[config.mk]
export PLATFORM = sky130hd
export DESIGN_NAME = i2c_eeprom_master
export DESIGN_NICKNAME = d
export VERILOG_FILES = /design/src/sv/iem_pkg.sv /design/src/sv/iem_queue.sv /design/src/sv/iem_seq.sv /design/src/sv/i2c_eeprom_master.sv
export VERILOG_INCLUDE_DIRS = /design/src /design/src/sv
export SDC_FILE = /design/constraint.sdc
export NUM_CORES = 1
export LEC_CHECK = 0
export BUFFER_PORTS_ARGS = -buffer_cell sky130_fd_sc_hd__clkbuf_2
export CAP_MARGIN = 5
export CORE_UTILIZATION = 55
export DETAILED_ROUTE_END_ITERATION = 12
export PLACE_DENSITY = 0.73
export SKIP_LAST_GASP = 1
export SLEW_MARGIN = 20
export SYNTH_ARGS = -nofsm -noshare
export SYNTH_HDL_FRONTEND = slang
export SYNTH_SLANG_ARGS = --single-unit
[constraint.sdc]
create_clock -name aclk -period 3 [get_ports aclk]
set_clock_uncertainty 0.05 [all_clocks]
set_input_delay 0.6 -clock aclk [delete_from_list [all_inputs] [get_ports aclk]]
set_output_delay 0.6 -clock aclk [all_outputs]
set_load 0.05 [all_outputs]
[src/sv/i2c_eeprom_master_macros.svh]
// Assertion macros for the EEPROM master
`ifndef I2C_EEPROM_MASTER_MACROS_SVH
`define I2C_EEPROM_MASTER_MACROS_SVH
// implication checked on every edge outside reset
`define IEM_ASSERT_IMP(label, clk, rstn, a, c) \
    label: assert property (@(posedge clk) disable iff (!rstn) (a) |-> (c)) \
        else $error("assertion failed");
// next-cycle implication
`define IEM_ASSERT_NXT(label, clk, rstn, a, c) \
    label: assert property (@(posedge clk) disable iff (!rstn) (a) |=> (c)) \
        else $error("assertion failed");
`endif

[src/sv/iem_pkg.sv]
// ----------------------------------------------------------------------------
// iem_pkg
// Types and constants shared by the EEPROM master.
// ----------------------------------------------------------------------------
package iem_pkg;
    localparam int PAGE_SIZE = 64;
    localparam int PAGE_W = $clog2(PAGE_SIZE + 1);
    localparam logic [6:0] DEV_ADDR_RESET = 7'd80;
    localparam logic [19:0] WAIT_RESET = 20'd20000;
    localparam logic CFG_DEV_ADDR = 1'b0;
    localparam logic CFG_WAIT = 1'b1;

    typedef struct packed {
        logic        cmd_valid;
        logic        op;
        logic [15:0] start_address;
        logic [15:0] count_minus_one;
        logic        wr_valid;
        logic [7:0]  wr_byte;
        logic        sda_in;
    } iem_in_t;

    typedef struct packed {
        logic       scl;
        logic       sda_out;
        logic       need_data;
        logic       rx_valid;
        logic [7:0] rx_byte;
        logic       rx_last;
        logic       slave_nack;
        logic       busy_res;
        logic       done_res;
    } iem_out_t;
endpackage

[src/sv/iem_queue.sv]
// ----------------------------------------------------------------------------
// iem_queue
// Two-entry queue of tick items between the front and the sequencer.
// ----------------------------------------------------------------------------
module iem_queue import iem_pkg::*; (
    input  logic    aclk,
    input  logic    aresetn,
    input  logic    in_valid,
    output logic    in_ready,
    input  iem_in_t in_data,
    output logic    out_valid,
    input  logic    out_ready,
    output iem_in_t out_data
);
    iem_in_t     mem_reg [2];
    logic        wp_reg, rp_reg;
    logic [1:0]  cnt_reg;
    logic        push, pop;

    assign in_ready  = (cnt_reg != 2'd2);
    assign out_valid = (cnt_reg != 2'd0);
    assign out_data  = mem_reg[rp_reg];
    assign push = in_valid && in_ready;
    assign pop  = out_valid && out_ready;

    always_ff @(posedge aclk) begin
        if (push) mem_reg[wp_reg] <= in_data;
        if (!aresetn) begin
            wp_reg <= 1'b0;
            rp_reg <= 1'b0;
            cnt_reg <= 2'd0;
        end else begin
            if (push) wp_reg <= ~wp_reg;
            if (pop) rp_reg <= ~rp_reg;
            cnt_reg <= cnt_reg + {1'b0, push} - {1'b0, pop};
        end
    end
endmodule

[src/sv/iem_seq.sv]
// ----------------------------------------------------------------------------
// iem_seq
// Bus sequencer: one pin step per tick, with an output register stage.
// ----------------------------------------------------------------------------
module iem_seq import iem_pkg::*; (
    input  logic        aclk,
    input  logic        aresetn,
    input  logic        cfg_we,
    input  logic        cfg_index,
    input  logic [19:0] cfg_data,
    input  logic        in_valid,
    output logic        in_ready,
    input  iem_in_t     in_data,
    output logic        out_valid,
    input  logic        out_ready,
    output iem_out_t    out_data
);
    typedef enum logic [3:0] {
        PH_IDLE, PH_START, PH_SEND, PH_RACK, PH_NEED,
        PH_RHEAD, PH_RECV, PH_SACK, PH_STOP, PH_WAIT
    } phase_t;
    typedef enum logic [2:0] {
        R_DEVW, R_AH, R_AL, R_DATA, R_DEVR
    } role_t;

    phase_t      phase_reg, phase_next;
    role_t       role_reg, role_next;
    logic [2:0]  step_reg, step_next;
    logic [3:0]  bit_reg, bit_next;
    logic [7:0]  sh_reg, sh_next;
    logic [15:0] addr_reg, addr_next;
    logic [16:0] left_reg, left_next;
    logic        rd_reg, rd_next;
    logic [19:0] wait_reg, wait_next;
    logic [PAGE_W-1:0] page_reg, page_next;
    logic        scl_reg, scl_next, sda_reg, sda_next;
    logic [6:0]  dev_reg;
    logic [19:0] pwait_reg;
    logic        ov_reg;
    iem_out_t    od_reg, od_next;
    logic        go;
    logic [PAGE_W-1:0] page_room;
    logic [16:0] left_dec;
    logic [PAGE_W-1:0] page_dec;

    assign in_ready  = !ov_reg || out_ready;
    assign go        = in_valid && in_ready;
    assign out_valid = ov_reg;
    assign out_data  = od_reg;
    // address is unchanged since the transaction began when this is used
    assign page_room = PAGE_W'(PAGE_SIZE) - PAGE_W'(addr_reg % PAGE_SIZE);

    always_comb begin
        phase_next = phase_reg; role_next = role_reg; step_next = step_reg;
        bit_next = bit_reg; sh_next = sh_reg; addr_next = addr_reg;
        left_next = left_reg; rd_next = rd_reg; wait_next = wait_reg;
        page_next = page_reg; scl_next = scl_reg; sda_next = sda_reg;
        od_next = '0;
        left_dec = (left_reg != 17'd0) ? left_reg - 17'd1 : left_reg;
        page_dec = (page_reg != '0) ? page_reg - PAGE_W'(1) : page_reg;
        case (phase_reg)
            PH_IDLE: if (in_data.cmd_valid) begin
                addr_next = in_data.start_address;
                left_next = {1'b0, in_data.count_minus_one} + 17'd1;
                rd_next = in_data.op;
                phase_next = PH_START; step_next = '0; role_next = R_DEVW;
            end
            PH_START: begin
                case (step_reg)
                    3'd0: begin sda_next = 1'b1; step_next = 3'd1; end
                    3'd1: begin scl_next = 1'b1; step_next = 3'd2; end
                    3'd2: begin sda_next = 1'b0; step_next = 3'd3; end
                    default: begin
                        scl_next = 1'b0;
                        sh_next = {dev_reg, role_reg == R_DEVR};
                        phase_next = PH_SEND; bit_next = '0; step_next = '0;
                    end
                endcase
            end
            PH_SEND: begin
                if (!bit_reg[3]) begin
                    case (step_reg)
                        3'd0: begin sda_next = sh_reg[3'd7 - bit_reg[2:0]]; step_next = 3'd1; end
                        3'd1: begin scl_next = 1'b1; step_next = 3'd2; end
                        default: begin
                            scl_next = 1'b0; step_next = '0; bit_next = bit_reg + 4'd1;
                        end
                    endcase
                end else if (step_reg == 3'd0) begin
                    scl_next = 1'b0; step_next = 3'd1;
                end else begin
                    sda_next = 1'b1; phase_next = PH_RACK; step_next = '0;
                end
            end
            PH_RACK: begin
                case (step_reg)
                    3'd0: begin sda_next = 1'b1; step_next = 3'd1; end
                    3'd1: begin scl_next = 1'b1; step_next = 3'd2; end
                    3'd2: begin od_next.slave_nack = in_data.sda_in; step_next = 3'd3; end
                    default: begin
                        scl_next = 1'b0; step_next = '0;
                        case (role_reg)
                            R_DEVW: begin
                                role_next = R_AH; sh_next = addr_reg[15:8];
                                phase_next = PH_SEND; bit_next = '0;
                            end
                            R_AH: begin
                                role_next = R_AL; sh_next = addr_reg[7:0];
                                phase_next = PH_SEND; bit_next = '0;
                            end
                            R_AL: begin
                                if (rd_reg) begin
                                    role_next = R_DEVR; phase_next = PH_START;
                                end else begin
                                    role_next = R_DATA; phase_next = PH_NEED;
                                    page_next = (left_reg < {{(17-PAGE_W){1'b0}}, page_room}) ?
                                        PAGE_W'(left_reg) : page_room;
                                end
                            end
                            R_DATA: begin
                                addr_next = addr_reg + 16'd1;
                                left_next = left_dec; page_next = page_dec;
                                phase_next = (page_dec == '0 || left_dec == 17'd0) ?
                                    PH_STOP : PH_NEED;
                            end
                            default: phase_next = PH_RHEAD;
                        endcase
                    end
                endcase
            end
            PH_NEED: begin
                od_next.need_data = 1'b1;
                if (in_data.wr_valid) begin
                    sh_next = in_data.wr_byte; phase_next = PH_SEND;
                    bit_next = '0; step_next = '0;
                end
            end
            PH_RHEAD: begin
                sda_next = 1'b1; sh_next = '0; phase_next = PH_RECV;
                bit_next = '0; step_next = '0;
            end
            PH_RECV: begin
                if (!bit_reg[3]) begin
                    case (step_reg)
                        3'd0: begin scl_next = 1'b1; step_next = 3'd1; end
                        3'd1: begin sh_next = {sh_reg[6:0], in_data.sda_in}; step_next = 3'd2; end
                        default: begin
                            scl_next = 1'b0; step_next = '0; bit_next = bit_reg + 4'd1;
                        end
                    endcase
                end else if (step_reg == 3'd0) begin
                    scl_next = 1'b0; step_next = 3'd1;
                end else begin
                    sda_next = 1'b1;
                    od_next.rx_valid = 1'b1;
                    od_next.rx_byte = sh_reg;
                    od_next.rx_last = (left_reg <= 17'd1);
                    phase_next = PH_SACK; step_next = '0;
                end
            end
            PH_SACK: begin
                case (step_reg)
                    3'd0: begin sda_next = (left_reg <= 17'd1); step_next = 3'd1; end
                    3'd1: begin scl_next = 1'b1; step_next = 3'd2; end
                    default: begin
                        scl_next = 1'b0; step_next = '0;
                        left_next = left_dec; addr_next = addr_reg + 16'd1;
                        phase_next = (left_dec == 17'd0) ? PH_STOP : PH_RHEAD;
                    end
                endcase
            end
            PH_STOP: begin
                case (step_reg)
                    3'd0: begin sda_next = 1'b0; step_next = 3'd1; end
                    3'd1: begin scl_next = 1'b1; step_next = 3'd2; end
                    default: begin
                        sda_next = 1'b1; step_next = '0;
                        if (rd_reg) begin
                            left_next = '0; phase_next = PH_IDLE; od_next.done_res = 1'b1;
                        end else if (pwait_reg != 20'd0) begin
                            wait_next = pwait_reg; phase_next = PH_WAIT;
                        end else if (left_reg == 17'd0) begin
                            phase_next = PH_IDLE; od_next.done_res = 1'b1;
                        end else begin
                            phase_next = PH_START; role_next = R_DEVW;
                        end
                    end
                endcase
            end
            PH_WAIT: begin
                wait_next = (wait_reg != 20'd0) ? wait_reg - 20'd1 : wait_reg;
                if (wait_next == 20'd0) begin
                    step_next = '0;
                    if (left_reg == 17'd0) begin
                        phase_next = PH_IDLE; od_next.done_res = 1'b1;
                    end else begin
                        phase_next = PH_START; role_next = R_DEVW;
                    end
                end
            end
            default: begin phase_next = PH_IDLE; step_next = '0; end
        endcase
        od_next.scl = scl_next;
        od_next.sda_out = sda_next;
        od_next.busy_res = (phase_next != PH_IDLE);
    end

    always_ff @(posedge aclk) begin
        if (go) od_reg <= od_next;
        if (!aresetn) begin
            phase_reg <= PH_IDLE; role_reg <= R_DEVW; step_reg <= '0; bit_reg <= '0;
            sh_reg <= '0; addr_reg <= '0; left_reg <= '0; rd_reg <= 1'b0;
            wait_reg <= '0; page_reg <= '0; scl_reg <= 1'b1; sda_reg <= 1'b1;
            dev_reg <= DEV_ADDR_RESET; pwait_reg <= WAIT_RESET; ov_reg <= 1'b0;
        end else begin
            if (cfg_we && cfg_index == CFG_DEV_ADDR) dev_reg <= cfg_data[6:0];
            if (cfg_we && cfg_index == CFG_WAIT) pwait_reg <= cfg_data;
            if (go) begin
                phase_reg <= phase_next; role_reg <= role_next; step_reg <= step_next;
                bit_reg <= bit_next; sh_reg <= sh_next; addr_reg <= addr_next;
                left_reg <= left_next; rd_reg <= rd_next; wait_reg <= wait_next;
                page_reg <= page_next; scl_reg <= scl_next; sda_reg <= sda_next;
                ov_reg <= 1'b1;
            end else if (out_ready) begin
                ov_reg <= 1'b0;
            end
        end
    end
endmodule

[src/sv/i2c_eeprom_master.sv]
// ----------------------------------------------------------------------------
// i2c_eeprom_master
// Pin-level I2C master for a two-byte-addressed EEPROM.
// ----------------------------------------------------------------------------
// Each transfer on s_ is one bus timing tick carrying command, write byte and
// the sampled SDA level; each transfer on m_ gives the SCL/SDA drive and
// status for that tick. One result per tick, in order.
// A two-entry queue feeds a sequencer which advances one pin step per tick and
// registers its result; a tick is stored in the queue, then the sequencer takes it
// and registers its result; a tick can be taken every cycle while m_ready is high.
// Write bursts split at page boundaries; each write stop is followed by the
// configured program wait if nonzero. Registers: index 0 device address, 1 wait
// ticks, written via cfg_we/cfg_index/cfg_data while idle (user's duty, unchecked).
// Reset leaves the bus released, the sequencer idle and the queue empty.
// When m_ready is low the result is held, the queue fills and s_ready drops.
// ----------------------------------------------------------------------------
`include "i2c_eeprom_master_macros.svh"
module i2c_eeprom_master import iem_pkg::*; (
    input  logic        aclk,
    input  logic        aresetn,
    input  logic        cfg_we,
    input  logic        cfg_index,
    input  logic [19:0] cfg_data,
    input  logic        s_valid,
    output logic        s_ready,
    input  iem_in_t     s_data,
    output logic        m_valid,
    input  logic        m_ready,
    output iem_out_t    m_data
);
    logic    q_valid, q_ready;
    iem_in_t q_data;

    iem_queue u_queue (
        .aclk(aclk), .aresetn(aresetn),
        .in_valid(s_valid), .in_ready(s_ready), .in_data(s_data),
        .out_valid(q_valid), .out_ready(q_ready), .out_data(q_data)
    );

    iem_seq u_seq (
        .aclk(aclk), .aresetn(aresetn),
        .cfg_we(cfg_we), .cfg_index(cfg_index), .cfg_data(cfg_data),
        .in_valid(q_valid), .in_ready(q_ready), .in_data(q_data),
        .out_valid(m_valid), .out_ready(m_ready), .out_data(m_data)
    );

    `IEM_ASSERT_IMP(a_rx_idle, aclk, aresetn, m_valid && m_data.rx_valid, m_data.busy_res)
    `IEM_ASSERT_IMP(a_need_low, aclk, aresetn, m_valid && m_data.need_data, !m_data.scl)
    `IEM_ASSERT_NXT(a_hold, aclk, aresetn, m_valid && !m_ready, m_valid && $stable(m_data))
endmodule

Word-level counts from Yosys, hierarchy flattened
Memories as Yosys holds them, arrays and structs flattened. A register that Yosys moved wholly into a read port is not among the register bits.
Index checks and enable logic that the tools add are counted.
Widths: inputs -> output; s select.
{"block": "totals", "in_bits": 70, "out_inout_bits": 18, "mem_count": 1, "mem_bits_rw": 88, "wordCells": 237, "regBits": 133}
{"block": "classes", "add_sub_neg": 10, "reduce_logical": 48, "eq_ne": 36, "n_bitwise": 6, "mux": 105, "magnitude_cmp": 3}
{"name": "u_queue.mem_reg", "depth": 2, "width": 44, "read_ports": 1, "rd_ports_with_merged_regs": 1, "write_ports": 1, "line": "iem_queue.sv:15", "rtl": "iem_in_t mem_reg [2];"}
{"op": "$mux 17", "n": 7}
{"op": "$mux 4", "n": 21}
{"op": "$mux 20", "n": 4}
{"op": "$pmux 17 s4", "n": 1}
{"op": "$mux 16", "n": 4}
{"op": "$pmux 16 s3", "n": 1}
{"op": "$mux 8", "n": 5}
{"op": "$pmux 20 s2", "n": 1}
{"op": "$pmux 4 s10", "n": 1}
{"op": "$pmux 8 s5", "n": 1}
{"op": "$reduce_bool 20->1", "n": 2}
{"op": "$mux 3", "n": 12}
{"op": "$logic_not 17->1", "n": 2}
{"op": "$ne 2x2->1 const B", "n": 15}
{"op": "$mux 1", "n": 25}
{"op": "$reduce_and 8->1", "n": 3}
{"op": "$mux 7", "n": 3}
{"op": "$logic_not 20->1", "n": 1}
{"op": "$pmux 4 s5", "n": 1}
{"op": "$sub 20x1->20 const B", "n": 1}
{"op": "$pmux 3 s6", "n": 1}
{"op": "$add 16x1->17 const B", "n": 1}
{"op": "$le 17x1->1 const B", "n": 1}
{"op": "$lt 17x7->1", "n": 1}
{"op": "52 further kinds", "n": 93}

Longest topological paths before layout
Gate-level depths: netlist (run 1).
{"block": "logic_depth", "depth_word": 9, "depth_mapped": 13, "ltp_nobuf": 11}

Modules after synthesis
From an unflattened synthesis (run 1), not the netlist that was laid out.
{"block": "unflattened", "hier_cells": 1303, "hier_area_um2": 12196.7}
{"module": "iem_seq", "area_each_um2": 8583.2, "n_inst": 1, "cells_each": 1142, "seq_area_each_um2": 2722.6}
{"module": "iem_queue", "area_each_um2": 3613.5, "n_inst": 1, "cells_each": 161, "seq_area_each_um2": 2742.6}

Least setup slack after synthesis (run 1)
No wires, ideal clock.
{"block": "synth_timing", "kind": "register to register", "start": "reg u_queue.cnt_reg[0]", "end": "mem u_queue.mem_reg[0][0] (netlist name) (enable)", "arrival_time_ns": 2.803, "t_required_ns": 2.504, "synth_period_minus_slack_ns": 3.298, "path_buffers": 0, "setup_ns": 0.446, "path_stages_with_launch": 5, "slack_ns": -0.298, "path_cell_list": "dfxtp_1 > inv_1 > nand2_1 > nand2_1 > nor2_1"}
{"block": "synth_via", "elab_chain_len": 4}
{"element": "start, declared", "line": "iem_queue.sv:17", "rtl": "logic [1:0] cnt_reg;"}
{"element": "start signal, assigned", "line": "iem_queue.sv:35", "rtl": "cnt_reg <= cnt_reg + {1'b0, push} - {1'b0, pop};"}
{"element": "$ne 2x2->1", "line": "iem_queue.sv:20", "rtl": "assign in_ready = (cnt_reg != 2'd2);"}
{"element": "named net s_ready", "line": "i2c_eeprom_master.sv:25", "rtl": "output logic s_ready,"}
{"element": "$logic_and 1x1->1", "line": "iem_queue.sv:23", "rtl": "assign push = in_valid && in_ready;"}
{"element": "$mux 1", "line": "iem_queue.sv:27", "rtl": "if (push) mem_reg[wp_reg] <= in_data;"}
{"element": "$mux 1 (not written as such)", "line": "iem_queue.sv:27"}
{"element": "end, declared", "line": "iem_queue.sv:15"}
The timed path passes the listed nets, and every way through them passes these cells.

==> impl_table.tex, run 1 <==
\begin{tabular}{lr}
\hline
Metric & Value \\
\hline
\multicolumn{2}{l}{\textbf{Route}} \\
\quad Vias per inst & 6.14 \\
\quad Remaining antenna violation count after routing & 0 \\
\quad DRC violations left & 0 \\
\quad Total detailed-routing wirelength & 31000 µm \\
\quad Post-detailed-route wirelength per cell & 18.1 µm \\
\quad Detailed Routing Iterations Pass 1 & 5 \\
\quad Number of DRC violations after detailed-routing iteration 0 & 990 \\
\quad Routed vias & 10500 \\
\multicolumn{2}{l}{\textbf{Synth}} \\
\quad Post-synth ARST share & 0 \\
\quad Synth Area in Simple Gates & 0.217 \\
\quad Sequential cell area fraction in the yosys report & 0.460 \\
\quad Number of synthesized flops with an enable pin & 104 \\
\quad Post-synthesis share of cell area spent on xor and xnor gates & 0.0221 \\
\quad Synthesized cell area & 0.0119 mm² \\
\quad Combinational family with the most area after synthesis & simple AND/OR/NAND/NOR gates \\
\quad Multiplexer share of the synthesized area & 0.0596 \\
\quad Synth unique cells & 74 \\
\quad Synth Net Count & 1416 \\
\quad Adder-cell area share of the yosys netlist & 0.0253 \\
\quad Synthesized area per cell & 8.99 µm² \\
\quad Most used flip-flop cell after synthesis & dfxtp\_1 \\
\quad Mapped Cells & 1322 \\
\quad YS warnings & 0 \\
\quad Compound-Gate Fraction of Synth Area & 0.181 \\
\quad Number of synthesized register bits & 221 \\
\multicolumn{2}{l}{\textbf{Worst setup path}} \\
\quad Crit end category & register \\
\quad Worst endpoint required time & 3.20 ns \\
\quad Critical R2R Launch & u\_seq.wait\_reg[12]\$\_SDFFE\_PN0P\_ \\
\quad Worst Setup SP & u\_seq.wait\_reg[12]\$\_SDFFE\_PN0P\_ \\
\quad FF-to-FF setup slack & 0.04 ns \\
\quad R2R depth & 8 \\
\quad Arrival time reported for the critical path endpoint & 3.17 ns \\
\quad Type of the setup path with the least slack & register to register \\
\quad Startpoint class of the critical path & register \\
\quad Peak fanout along the critical path & 5 \\
\quad Crit path to & u\_seq.out\_data[1]\$\_DFFE\_PP\_ \\
\quad Reg2reg end & u\_seq.out\_data[1]\$\_DFFE\_PP\_ \\
\multicolumn{2}{l}{\textbf{CTS}} \\
\quad Clk sinks & 221 \\
\quad Inserted Clock Buffers & 23 \\
\quad Count of hold-fix buffers inserted at cts & 0 \\
\quad Clock root cell & clkbuf\_16 \\
\quad Clock slew seen by the registers of the worst setup and hold paths & 0.07 ns \\
\quad Setup fix buffers added after clock tree synthesis & 0 \\
\quad TritonCTS clock tree & yes \\
\quad Buffer levels on the longest clock path & 3 \\
\quad Number of H-tree branching levels & 1 \\
\quad Worst skew pair latency & 0.53 ns \\
\multicolumn{2}{l}{\textbf{Placement}} \\
\quad Placed wire-length estimate after detailed placement & 21900 µm \\
\quad Number of buffers added on ports & 87 \\
\quad Routability-driven placement congestion ratio & 0.972 \\
\multicolumn{2}{l}{\textbf{Timing}} \\
\quad Hold Fails Final Rpt & 0 \\
\quad Post-route clock period utilization & 0.987 \\
\quad Fin crit period & 2.96 ns \\
\quad Setup Viol. Count Final & 0 \\
\quad Number of max-slew violations in the final report & 0 \\
\quad Actual transition at the worst max-transition pin & 0.655 ns \\
\quad Worst hold slack across all endpoints & 0.206 ns \\
\quad Fmax & 338 MHz \\
\quad Unrepaired setup endpoints after global routing & yes \\
\quad Max-slew headroom & 0.559 \\
\multicolumn{2}{l}{\textbf{Global route}} \\
\quad First-pass GRT wire length & 49500 µm \\
\quad Overall Global Routing Usage & 0.279 \\
\quad Vias in the first global route & 9711 \\
\quad Antenna violations before repair & 0 \\
\quad Largest net degree at the start of global routing & 46 \\
\quad Total global routing overflow & 0 \\
\multicolumn{2}{l}{\textbf{Floorplan}} \\
\quad Starting utilization of the core area & 0.564 \\
\quad Chip Height & 149 µm \\
\quad IO Count & 88 \\
\quad Area enclosed by the die boundary & 0.0222 mm² \\
\quad Num rows & 53 \\
\quad Core Footprint & 0.0211 mm² \\
\quad Width of the chip & 149 µm \\
\multicolumn{2}{l}{\textbf{Worst hold path}} \\
\quad Cell count of the worst hold path & 1 \\
\quad Worst min path class & input pin to register \\
\multicolumn{2}{l}{\textbf{Job}} \\
\quad Max capacitance violation total & 0 \\
\multicolumn{2}{l}{\textbf{Finish}} \\
\quad Utilization after layout & 0.658 \\
\quad Number of diodes added for antenna fixing & 0 \\
\quad Share of layout cells above drive strength 1 & 0.175 \\
\quad Post-synthesis to final-layout area growth & 16.6\% \\
\quad Post-layout nets & 1518 \\
\quad Largest register FFs & 88 \\
\multicolumn{2}{l}{\textbf{Status}} \\
\quad Result of the run & finished, final reports clean \\
\multicolumn{2}{l}{\textbf{Power}} \\
\quad Power per cell area & 1110 mW/mm² \\
\quad Leakage power figure & 5.28 nW \\
\quad Maximum VDD drop & 769 µV \\
\hline
\end{tabular}
report_power, final:
group | internal (W) | switching, W | leakage (nW)
Clock | 0.00210 | 0.00122 | 0.427
Sequential | 0.00378 | 0.000466 | 1.93
Combinational | 0.00311 | 0.00475 | 2.92
Total | 0.00898 | 0.00644 | 5.28
routing by layer:
| metal | vias up | global-route usage | wire length, µm |
|---|---|---|---|
| li1 | 5089 | - | - |
| met1 | 4955 | 0.394 | 13900 |
| met2 | 423 | 0.443 | 14300 |
| met3 | 63 | 0.0434 | 2120 |
| met4 | 0 | 0.0760 | 705 |
| met5 | - | 0 | 0 |
synthesized netlist by cell type, types with 10 or more instances:
cell,instances,area (µm²)
a211oi_1,13,97.6
a21oi_1,112,561
a22oi_1,20,150
a31oi_1,16,100
and2_1,17,106
and3_1,10,62.6
clkbuf_1,68,255
dfxtp_1,117,2340
edfxtp_1,104,3120
ha_1,24,300
inv_1,30,113
mux2_2,18,203
mux2i_1,46,460
nand2_1,154,578
nand2b_1,11,68.8
nand3_1,47,235
nand3b_1,10,75.1
nand4_1,13,81.3
nor2_1,137,514
nor2b_1,11,68.8
nor3_1,38,190
nor4_1,21,131
o21ai_0,84,420
o22ai_1,13,81.3
or2_2,12,75.1
or3_1,11,68.8
xnor2_1,17,149
xor2_1,13,114
layout make-up:
class | count | area [µm²]
clock buffers | 27 | 621
fillers | 1739 | 7220
clock inverters | 15 | 274
repair buffers | 156 | 991
flip-flops and latches | 221 | 5470
well taps | 275 | 344
multi-input cells | 990 | 6050
inverters | 32 | 120
how the worst min path moves through the flow:
| stage | from | end | slack, ns |
|---|---|---|---|
| after floorplan | u_seq.dev_reg[2]$_SDFFE_PN0P_ | u_seq.dev_reg[2]$_SDFFE_PN0P_ | 0.39 |
| after global routing | s_data[35] | u_queue.mem_reg[1][35]$_DFFE_PP_ | 0.19 |
| after global placement | u_seq.dev_reg[1]$_SDFFE_PN0P_ | u_seq.dev_reg[1]$_SDFFE_PN0P_ | 0.40 |
| final | s_data[17] | u_queue.mem_reg[0][17]$_DFFE_PP_ | 0.21 |
| after CTS | s_data[17] | u_queue.mem_reg[0][17]$_DFFE_PP_ | 0.19 |
| after detailed placement | u_seq.page_reg[5]$_SDFFE_PN0P_ | u_seq.page_reg[5]$_SDFFE_PN0P_ | 0.41 |
kinds of logic after synthesis:
family / count (synthesis)
AO/OA/AOI/OAI: 344
AND/OR/NAND/NOR: 526
multiplexers: 66
adder cells (fa/ha/maj): 24
flip-flops: 221
XOR/XNOR: 30
buffers and inverters: 111
per-stage QoR:
step           cell area [µm²]  std cells  total power, W  setup slack, ns  TNS, ns
6_report                 13900       1716          0.0154           0.0388        0
5_1_grt                  13900       1716          0.0163          -0.0717  -0.0717
4_1_cts                  13800       1716          0.0153           0.0171        0
3_3_place_gp             13000       1674          0.0118            0.137        0
3_5_place_dp             13000       1674          0.0119           0.0300        0
2_1_floorplan            11900       1322         0.00956          -0.0152  -0.0607
worst max-delay path, cell delays in order, from the launching register on:
cell and delay [ns]:
dfxtp_1 0.31, or4_4 0.53, or4_4 0.58, o31ai_2 0.25
nand4_1 0.18, nor4_4 0.28, a31oi_1 0.16, nor3_2 0.24
nand4_1 0.12
cell usage in the layout, fill, tap and decap left out, types with 29 or more instances in the layout:
cell,count
edfxtp_1,104
nor3_1,37
mux2i_1,46
nand3_1,47
a21oi_1,112
inv_1,29
o21ai_0,84
buf_4,66
clkbuf_2,87
nor2_1,135
nand2_1,154
dfxtp_1,116
what timing repair did:
action,CTS,global route
setup endpoints to repair,0,4
gates resized for setup,0,4
hold endpoints to repair,0,0
No activity file was read; power rests on OpenSTA's default activity.
==> inputs of run 2 (changes only) <==
- RECOVER_POWER: default -> 25
==> run 2 against run 1 <==
  * Sequential power about the same
  * Highest routed layer unchanged
  * Global-route usage unchanged
  * Cell count unchanged
  * Combinational power about the same
  * Flip-flop and latch count unchanged
  * Clock-buffer cell count unchanged
  * Wire length decreased by 0.18%
  * First-iteration DRC count increased by 1.8%
  * Critical path depth unchanged
  * Largest power group unchanged
  * Non-clock buffer count unchanged
==> impl_table.tex, run 2 (synthesis results as in run 1) <==
\begin{tabular}{lr}
\hline
Metric & Value \\
\hline
\multicolumn{2}{l}{\textbf{Status}} \\
\quad Result of the run & finished, final reports clean \\
\multicolumn{2}{l}{\textbf{Finish}} \\
\quad Post-synthesis to final-layout area growth & 16.4\% \\
\quad Most used cells in the layout excluding fill and tap cells & nand2\_1, nor2\_1, dfxtp\_1 \\
\quad Share of layout cells above drive strength 1 & 0.160 (-0.0153) \\
\quad Post-layout nets & 1518 (unchanged) \\
\quad Cell Count, Final, Fillers Out & 1716 (unchanged) \\
\quad Fill cell total of the finished layout & 1750 (+0.63\%) \\
\quad Number of diodes added for antenna fixing & 0 (unchanged) \\
\quad Largest register FFs & 88 (unchanged) \\
\quad Finished Cell Area & 0.0138 mm² (-0.20\%) \\
\quad Leading cell type in the layout, fill and taps excluded & nand2\_1 \\
\multicolumn{2}{l}{\textbf{Job}} \\
\quad Max capacitance violation total & 0 (unchanged) \\
\multicolumn{2}{l}{\textbf{Worst setup path}} \\
\quad CP max-delay cell & or4\_4 \\
\quad FF-to-FF setup slack & 0.04 ns (about the same) \\
\quad Arrival time reported for the critical path endpoint & 3.17 ns (about the same) \\
\quad Cell chain of the critical path & or4\_4 -> or4\_4 -> o31ai\_2 -> nand4\_1 -> nor4\_4 -> a31oi\_1 -> nor3\_2 -> nand4\_1 \\
\quad Worst endpoint required time & 3.20 ns (about the same) \\
\quad Crit end category & register \\
\quad Startpoint class of the critical path & register \\
\quad Type of the setup path with the least slack & register to register \\
\quad Peak fanout along the critical path & 5 (unchanged) \\
\quad Slowest stage delay, CP & 0.58 ns (about the same) \\
\multicolumn{2}{l}{\textbf{Floorplan}} \\
\quad Chip Height & 149 µm (unchanged) \\
\quad Area enclosed by the die boundary & 0.0222 mm² (unchanged) \\
\quad Core Footprint & 0.0211 mm² (unchanged) \\
\quad Width of the chip & 149 µm (unchanged) \\
\quad Starting utilization of the core area & 0.564 (unchanged) \\
\quad Num rows & 53 (unchanged) \\
\quad IO Count & 88 (unchanged) \\
\multicolumn{2}{l}{\textbf{Power}} \\
\quad Power per cell area & 1110 mW/mm² (about the same) \\
\quad Leakage power figure & 5.21 nW (-1.2\%) \\
\quad Maximum VDD drop & 769 µV (about the same) \\
\multicolumn{2}{l}{\textbf{Placement}} \\
\quad Placed wire-length estimate after detailed placement & 21900 µm (unchanged) \\
\quad Number of buffers added on ports & 87 (unchanged) \\
\quad Routability-driven placement congestion ratio & 0.972 (unchanged) \\
\quad Placed Cells & 1674 (unchanged) \\
\quad Setup Slack @ Placement & 0.0300 ns (unchanged) \\
\quad Cell area after placement & 0.0130 mm² (unchanged) \\
\multicolumn{2}{l}{\textbf{Route}} \\
\quad Highest metal layer with signal wires & met4 \\
\quad DRC violations left & 0 (unchanged) \\
\quad Remaining antenna violation count after routing & 0 (unchanged) \\
\quad Met1 Wirelength & 13800 µm (-0.59\%) \\
\quad Detailed Routing Iterations Pass 1 & 9 (+4) \\
\quad Met3 wirelength from detailed routing & 2180 µm (+2.9\%) \\
\quad Post-detailed-route wirelength per cell & 18.0 µm (-0.18\%) \\
\quad Total detailed-routing wirelength & 30900 µm (-0.18\%) \\
\quad Number of DRC violations after detailed-routing iteration 0 & 1008 (+1.8\%) \\
\quad Routed vias & 10500 (+0.066\%) \\
\quad Vias per inst & 6.14 (about the same) \\
\quad Wire length on met2 & 14200 µm (-0.27\%) \\
\multicolumn{2}{l}{\textbf{CTS}} \\
\quad TritonCTS clock tree & yes \\
\quad Worst skew pair latency & 0.53 ns (about the same) \\
\quad Buffer levels on the longest clock path & 3 (unchanged) \\
\quad Clock slew seen by the registers of the worst setup and hold paths & 0.06 ns (about the same) \\
\quad Clk sinks & 221 (unchanged) \\
\quad Clock root cell & clkbuf\_16 \\
\quad Number of H-tree branching levels & 1 (unchanged) \\
\quad Setup fix buffers added after clock tree synthesis & 0 (unchanged) \\
\quad Inserted Clock Buffers & 23 (unchanged) \\
\multicolumn{2}{l}{\textbf{Timing}} \\
\quad Worst hold slack across all endpoints & 0.205 ns (-0.000818 ns) \\
\quad Fmax & 338 MHz (about the same) \\
\quad Final critical-path setup slack & 0.0372 ns (-0.00160 ns) \\
\quad Setup Viol. Count Final & 0 (unchanged) \\
\quad Total Negative Setup Slacks & 0 ns (unchanged) \\
\quad Number of max-slew violations in the final report & 0 (unchanged) \\
\quad Actual transition at the worst max-transition pin & 0.658 ns (+0.00321 ns) \\
\quad Max-slew headroom & 0.560 (+0.000825) \\
\quad Unrepaired setup endpoints after global routing & yes \\
\quad Post-route clock period utilization & 0.988 (about the same) \\
\quad Hold Fails Final Rpt & 0 (unchanged) \\
\quad Fin crit period & 2.96 ns (+0.00160 ns) \\
\multicolumn{2}{l}{\textbf{Global route}} \\
\quad Overall Global Routing Usage & 0.279 (unchanged) \\
\quad Antenna violations before repair & 0 (unchanged) \\
\quad Largest net degree at the start of global routing & 46 (unchanged) \\
\quad Total global routing overflow & 0 (unchanged) \\
\quad First-pass GRT wire length & 49500 µm (unchanged) \\
\quad Vias in the first global route & 9711 (unchanged) \\
\multicolumn{2}{l}{\textbf{Worst hold path}} \\
\quad Worst min path class & input pin to register \\
\hline
\end{tabular}
[run 2: cell counts in the layout (fill, tap and decap cells not counted)]
No cell type changed its count.
[run 2: power breakdown]
group / total (W) / internal [W] / switching [W]
Sequential: 0.00425 / 0.00378 / 0.000466
Combinational: 0.00784 / 0.00310 / 0.00473
Clock: 0.00332 / 0.00210 / 0.00122
[run 2: cell type report]
cell class / count / area (µm²) / share of cell area
clock buffer: 27 / 621 / 0.0448
multi-input combinational: 990 / 6050 / 0.437
timing repair buffer: 156 / 963 / 0.0696
tap: 275 / 344 / 0.0249
inverter: 32 / 120 / 0.00868
sequential: 221 / 5470 / 0.395
clock inverter: 15 / 274 / 0.0198
[run 2: path summary, 6_finish.rpt]
kind,startpoint,depth (start not counted),to
worst min register to register,u_seq.page_reg[5]$_SDFFE_PN0P_,2,u_seq.page_reg[5]$_SDFFE_PN0P_
worst max-delay path,u_seq.wait_reg[12]$_SDFFE_PN0P_,8,u_seq.out_data[1]$_DFFE_PP_
worst max register to register,u_seq.wait_reg[12]$_SDFFE_PN0P_,8,u_seq.out_data[1]$_DFFE_PP_
worst min-delay path,s_data[37],1,u_queue.mem_reg[0][37]$_DFFE_PP_
[run 2: what timing repair did]
item / in CTS / in global routing
resized for setup: 0 / 4
hold buffers: 0 / 0
setup endpoints to repair: 0 / 4
[run 2: metrics by stage]
step	utilization	total power, W
finish	0.656	0.0154
global placement	0.614	0.0118
detailed placement	0.614	0.0119
floorplan	-	0.00956
global route	0.656	0.0163
CTS	0.657	0.0153
[run 2: metal layers]
layer,global-route usage,vias up
li1,-,5087
met1,0.394,4944
met2,0.443,440
met3,0.0434,66
met4,0.0760,0
met5,0,-
[run 2: critical path: cells and delay by family, from the launching register on]
kind / cells / cell delay (ns)
simple gates: 6 / 1.93
compound gates: 2 / 0.41
flops: 1 / 0.31
